$ cat config.mk
export PLATFORM = sky130hd
export DESIGN_NAME = mwsf_chain
export DESIGN_NICKNAME = d
export VERILOG_FILES = /design/src/hw/rtl/max_window_sum_finder_top_assert.svh /design/src/hw/rtl/mwsf_pkg.sv /design/src/hw/rtl/mwsf_cell.sv /design/src/hw/rtl/mwsf_chain.sv
export SDC_FILE = /design/constraint.sdc
export NUM_CORES = 2
export LEC_CHECK = 0
export CORE_MARGIN = 5
export CORE_UTILIZATION = 30
export DETAILED_ROUTE_END_ITERATION = 8
export DONT_BUFFER_PORTS = 1
export SLEW_MARGIN = 15
export SYNTH_ARGS = -nofsm -noshare
export SYNTH_HDL_FRONTEND = slang
export SYNTH_SLANG_ARGS = --single-unit
export TNS_END_PERCENT = 5
$ cat constraint.sdc
create_clock -name clk -period 2.15 [get_ports clk]
set_input_delay 0 -clock clk [delete_from_list [all_inputs] [get_ports clk]]
set_output_delay 0 -clock clk [all_outputs]
set_load 0.02 [all_outputs]
$ cat src/hw/rtl/max_window_sum_finder_top_assert.svh
// ----------------------------------------------------------------------------
// max_window_sum_finder_top_assert.svh
// Assertion macros for the window sum finder.
// ----------------------------------------------------------------------------
`ifndef MAX_WINDOW_SUM_FINDER_TOP_ASSERT_SVH
`define MAX_WINDOW_SUM_FINDER_TOP_ASSERT_SVH

// same-cycle implication
`define MWSF_ASSERT_NOW(label, ante, cons, msg) \
  label: assert property (@(posedge clk) disable iff (!rst_n) (ante) |-> (cons)) \
    else $error(msg);

// next-cycle implication
`define MWSF_ASSERT_NEXT(label, ante, cons, msg) \
  label: assert property (@(posedge clk) disable iff (!rst_n) (ante) |=> (cons)) \
    else $error(msg);

`endif

$ cat src/hw/rtl/mwsf_pkg.sv
// ----------------------------------------------------------------------------
// mwsf_pkg
// Types, widths and helpers shared by the window sum finder modules.
// ----------------------------------------------------------------------------
`default_nettype none

package mwsf_pkg;

  localparam int MAX_WINDOW = 256;
  localparam int VALUE_W    = 16;
  localparam int WIN_IDX_W  = $clog2(MAX_WINDOW);
  localparam int LEN_W      = $clog2(MAX_WINDOW + 1);
  localparam int SUM_W      = 24;
  localparam int POS_W      = 16;

  typedef struct packed {
    logic [15:0] value;
    logic        last;
  } in_item_t;

  typedef struct packed {
    logic [POS_W-1:0] position;
    logic [SUM_W-1:0] best_sum;
    logic             found;
  } out_item_t;

  typedef struct packed {
    logic                 shift_en;
    logic [WIN_IDX_W-1:0] len_m1;
  } chain_ctrl_t;

  function automatic logic [LEN_W-1:0] eff_len(input logic [LEN_W-1:0] r);
    logic [LEN_W-1:0] l;
    if (r == '0) begin
      l = LEN_W'(1);
    end else if (r > LEN_W'(MAX_WINDOW)) begin
      l = LEN_W'(MAX_WINDOW);
    end else begin
      l = r;
    end
    return l;
  endfunction

endpackage

`default_nettype wire

$ cat src/hw/rtl/mwsf_cell.sv
// ----------------------------------------------------------------------------
// mwsf_cell
// One stage of the variable-length delay line: load at the insert point,
// otherwise take the neighbor's value.
// ----------------------------------------------------------------------------
`default_nettype none

module mwsf_cell (
  input  wire                          clk,
  input  wire                          shift_en,
  input  wire                          sel,
  input  wire [mwsf_pkg::VALUE_W-1:0]  in_value,
  input  wire [mwsf_pkg::VALUE_W-1:0]  nbr_value,
  output logic [mwsf_pkg::VALUE_W-1:0] value
);
  import mwsf_pkg::*;

  logic [VALUE_W-1:0] val_r;
  logic [VALUE_W-1:0] val_nxt;

  always_comb begin
    val_nxt = sel ? in_value : nbr_value;
  end

  always_ff @(posedge clk) begin
    if (shift_en) begin
      val_r <= val_nxt;
    end
  end

  assign value = val_r;

endmodule

`default_nettype wire

$ cat src/hw/rtl/mwsf_chain.sv
// ----------------------------------------------------------------------------
// mwsf_chain
// Row of delay cells; new values enter at cell len-1 and drift to cell 0,
// which presents the value that leaves the window.
// ----------------------------------------------------------------------------
`default_nettype none

module mwsf_chain (
  input  wire                          clk,
  input  mwsf_pkg::chain_ctrl_t        ctrl,
  input  wire [mwsf_pkg::VALUE_W-1:0]  in_value,
  output logic [mwsf_pkg::VALUE_W-1:0] tap_value
);
  import mwsf_pkg::*;

  logic [VALUE_W-1:0] cell_val [MAX_WINDOW];

  genvar i;
  generate
    for (i = 0; i < MAX_WINDOW; i++) begin : g_cell
      logic [VALUE_W-1:0] nbr;
      if (i == MAX_WINDOW - 1) begin : g_end
        assign nbr = '0;
      end else begin : g_mid
        assign nbr = cell_val[i+1];
      end
      mwsf_cell u_cell (
        .clk       (clk),
        .shift_en  (ctrl.shift_en),
        .sel       (ctrl.len_m1 == WIN_IDX_W'(i)),
        .in_value  (in_value),
        .nbr_value (nbr),
        .value     (cell_val[i])
      );
    end
  endgenerate

  assign tap_value = cell_val[0];

endmodule

`default_nettype wire
==> results of run 1 <==
## logic make-up after synthesis
kind of cell / after synthesis / synth area share
DFF: 4096 / 0.708
buffers and inverters: 782 / 0.0184
muxes: 4080 / 0.264
and+or+nand+nor: 317 / 0.00917
## cell usage after synthesis, drive strengths merged
cell / n / share of area
nor2b: 17 / 0.00061
nor4b: 8 / 0.00069
nand2: 211 / 0.0046
edfxtp: 4096 / 0.71
clkbuf: 576 / 0.012
and4b: 8 / 0.00046
nand4: 2 / 0.000072
buf: 206 / 0.0060
mux2: 4080 / 0.26
nor2: 28 / 0.00060
nor4: 4 / 0.00029
nand4b: 8 / 0.00040
nor4bb: 12 / 0.00069
nand4bb: 3 / 0.00019
and2: 16 / 0.00058
## metrics by stage
step / worst slack [ps] / utilization / instance area (um^2)
3_5_place_dp: -4180 / 0.318 / 184000
3_3_place_gp: -4390 / 0.318 / 183000
2_1_floorplan: 93.6 / - / 174000
==> results.txt, run 1 <==
----------------------------------------------------
[Outcome]
  Outcome ... did not finish
  Stop stage ... clock tree synthesis (4_1_cts)
  Error Message ... [ERROR RSZ-0060] Max buffer count reached.

[Logic synthesis]
  Syn Inst Count ... around 9,000
  Cell variety after synth ... 19
  Netlist Area Pre-Place ... 174,000 um^2
  Syn Area/Cell ... 18.7 um^2
  Sequential fraction of the synthesis area ... 0.708
  Flip-flop and latch count after synthesis ... 4,096
  Post-Synthesis Net Count ... roughly 9,300
  Syn. warnings ... 0

[Clock network]
  Count of hold buffers inserted by post-cts repair ... 3,469
  Worst-case clock buffer depth ... 4
  TritonCTS buffer count ... around 440
  Number of levels the H-tree was split into ... 5
  Clock root buffer ... clkbuf_16
  Resize count post-CTS ... 4
  Clk sink count ... 4,096
  Post-CTS setup repair buffer count ... 0

[Placement]
  Routability congestion estimate ... 0.683
  HPWL Detailed ... 152,000 um
  Quantity of I/O buffers inserted on ports ... 0
  Placed cell count ... ~17,000

[Floorplan]
  Ports ... 42
  Initial standard-cell utilization of the core ... 0.301
  Num rows ... 279
  Floorplan die width ... about 770 um
  Overall die height ... 771 um

----------------------------------------------------
==> run 2: changes to the inputs <==
Settings changed: CORE_UTILIZATION 30 to 20, PLACE_DENSITY_LB_ADDON from default to 0.15.
Clock period 2.15 ns to 2.8 ns, I/O delays scaled along.
==> run 2 against run 1 <==
The flow now finishes, with violations (negative hold slack, max-slew violations, negative setup slack); synthesized cell count did not move; area after synthesis did not move.
==> results.txt, run 2 <==
----------------------------------------------------
[Global route]
  First-pass GRT wire length ... between 700,000 and 800,000 um
  Initial antenna violation count ... 68
  Total GRT Usage ... 0.104
  Overflow after GRT ... 0
  Via count of the first global-routing pass ... 105,000
  Largest net degree at the start of global routing ... 224

[Clock network]
  Number of levels the H-tree was split into ... 5
  Post-CTS setup repair buffer count ... 0
  TritonCTS buffer count ... between 400 and 500
  Clock input transition at the sequential cells of the worst setup and hold paths ... roughly 60 ps
  Worst-skew pair later-pin latency ... 1040 ps
  TritonCTS clock tree ... done
  Clock root buffer ... clkbuf_16
  Clk sink count ... 4,096
  Worst-case clock buffer depth ... 4

[Critical path]
  Top cell family by delay on the critical path ... buffers and inverters
  Largest fanout of any net on the critical path ... 17
  Cell seen most often among critical-path stages ... dlygate4sd3_1
  Buf+Inv Stages, Crit Path ... 6
  Cell at the slowest stage of the critical path ... dlygate4sd3_1
  Worst-path cell chain ... dlygate4sd3_1 > buf_16 > nor4bb_4 > buf_12 > nand2_1 > buf_4 > mux2_2 > dlygate4sd3_1 > dlygate4sd3_1
  CP peak stage delay ... 710 ps
  Critical Path Start Type ... input port
  Setup slack of the worst register-to-register path ... 560 ps
  CP Data Arrival Time ... between 3000 and 4000 ps
  Critical path endpoint category ... register
  Worst path required time ... 3580 ps
  Path type of the worst setup path ... in2reg

[Logic synthesis]
  Top cell types by occurrence after synthesis ... edfxtp_1 (4,096), mux2_2 (4,078), clkbuf_1 (576)
  Syn. warnings ... 0
  Netlist Area Pre-Place ... 174,000 um^2
  Count of flip-flops with a built-in enable after synthesis ... 4,096
  Syn Area/Cell ... 18.7 um^2
  Largest cells by area after synthesis ... edfxtp_1 (71%), mux2_2 (26%), clkbuf_1 (1.2%), buf_2 (0.58%), nand2_1 (0.45%)
  Sequential fraction of the synthesis area ... 0.708
  Most area-hungry cell type in the Yosys netlist ... edfxtp_1
  Flip-flop and latch count after synthesis ... 4,096
  Post-Synthesis Net Count ... 9,301
  Most used flip-flop cell after synthesis ... edfxtp_1
  Cell variety after synth ... 19
  Share of flip-flops with an asynchronous set or reset ... 0
  Most frequent cell after synthesis ... edfxtp_1
  Syn Inst Count ... a little over 9,000
  Top-area cell type share of the netlist area ... 0.708

[Floorplan]
  Initial standard-cell utilization of the core ... 0.200
  Area of the core region ... between 800,000 and 900,000 um^2
  Die Outline Area ... approximately 900,000 um^2
  Floorplan die width ... between 900 and 1000 um
  Overall die height ... about 940 um
  Ports ... 42
  Num rows ... 342

[Timing]
  Final Hold Slack ... -895 ps
  Final critical delay including setup and external delays ... 2900 ps
  Slew @ Worst Pin ... 1580 ps
  Highest Clock Rate ... 345 MHz
  Post-route worst setup slack ... -102 ps
  Number of pins with negative max-slew slack in the final report ... 61
  Clock tree skew after final layout ... 44.9 ps
  Share of the clock period used by the worst path after layout ... 1.04
  Setup-violating endpoint count in the final report ... 12
  Setup repair after global routing missed its margin ... yes
  Max-slew headroom at the worst pin ... -0.0508
  Total negative slack ... -588 ps
  Final Hold Vio Count ... 112

[Placement]
  Quantity of I/O buffers inserted on ports ... 0
  Routability congestion estimate ... 0.663
  HPWL Detailed ... 184,000 um
  Worst slack, placed ... -3850 ps
  Placed cell count ... 20,300
  DP Area ... 188,000 um^2

[Detailed routing]
  Total number of vias ... 97,000
  Wire length per cell ... 19.2 um
  Total wire length ... 476,000 um
  Count of nets left with antenna violations after detail routing ... 0
  DRC Markers ... 0
  Detailed-routing iteration count for the pre-antenna-repair pass ... 5
  Vias per cell ... 3.92
  Initial DRC Count ... 7,090

[Finish]
  Share of post-route cells with drive strength above 1 ... 0.387
  Post-route standard cell area excluding fillers ... between 200,000 and 250,000 um^2
  Final design utilization ... 0.277
  Number of standard cells in the final layout excluding fillers ... 24,800
  Commonest non-fill, non-tap cell in the layout ... edfxtp_1
  Area growth from synthesis to layout ... 38.2%
  Commonest cells after routing, fill and taps aside ... edfxtp_1 (4,096), mux2_2 (4,078), dlygate4sd3_1 (3,498)
  Flip-flop count of the largest register after layout ... 4,096
  Nets@finish ... between 10,000 and 15,000

[Power]
  Power Dens Cells ... 594 nW/um^2
  Worst IR Drop VDD ... 0.481 mV
  Static leakage ... about 80 nW
  Overall power consumption ... between 100 and 150 mW

[Outcome]
  Outcome ... finished with violations
  Failing checks ... negative hold slack, max-slew violations, negative setup slack

[Min path]
  Class of the tightest hold or removal check ... in2reg

[Run]
  Max-cap violation count ... 0

----------------------------------------------------
-- run 2: cell families (layout without fill, tap and decap cells) --
kind of cell,count (synthesis),after routing,synth area share
other,0,28,0
and+or+nand+nor,317,317,0.00917
muxes,4080,4080,0.264
DFF,4096,4096,0.708
buffers and inverters,782,4726,0.0184
-- run 2: layout make-up --
cell class / instances / area, um^2
antenna: 28 / 70.1
timing repair buffer: 3855 / 40200
multi-input combinational: 4397 / 47900
clock inverter: 272 / 2110
sequential: 4096 / 123000
fill: 87300 / 627000
tap: 11500 / 14400
clock buffer: 599 / 12400
-- run 2: worst paths after layout --
check,from,to,depth (start not counted)
hold / removal,ctrl[8],g_cell[253].u_cell.value[15],0
setup reg to reg,g_cell[167].u_cell.value[13],g_cell[166].u_cell.value[13],3
setup / recovery,ctrl[0],g_cell[41].u_cell.value[13],9
hold reg to reg,g_cell[243].u_cell.value[3],g_cell[242].u_cell.value[3],1
-- run 2: repair_timing --
item                                     CTS  global route
endpoints found under the setup margin  2083           254
hold endpoints to repair                4588           367
hold buffers                            3536            10
cloned                                    20             1
resized for setup                          2            17
pin swaps                                  0             0
-- run 2: power breakdown --
part | internal, mW | switching, mW
Combinational | 6.16 | 4.63
Clock | 33.6 | 25.8
Sequential | 71.5 | 0.934
-- run 2: routing by layer --
layer	GRT usage	vias up	wire [um]
met5	0	-	24
met4	0.0260	4	11500
met3	0.0178	596	22000
met2	0.174	1614	224000
met1	0.139	51100	218000
li1	-	43600	-
No activity file was read; power rests on OpenSTA's default activity.
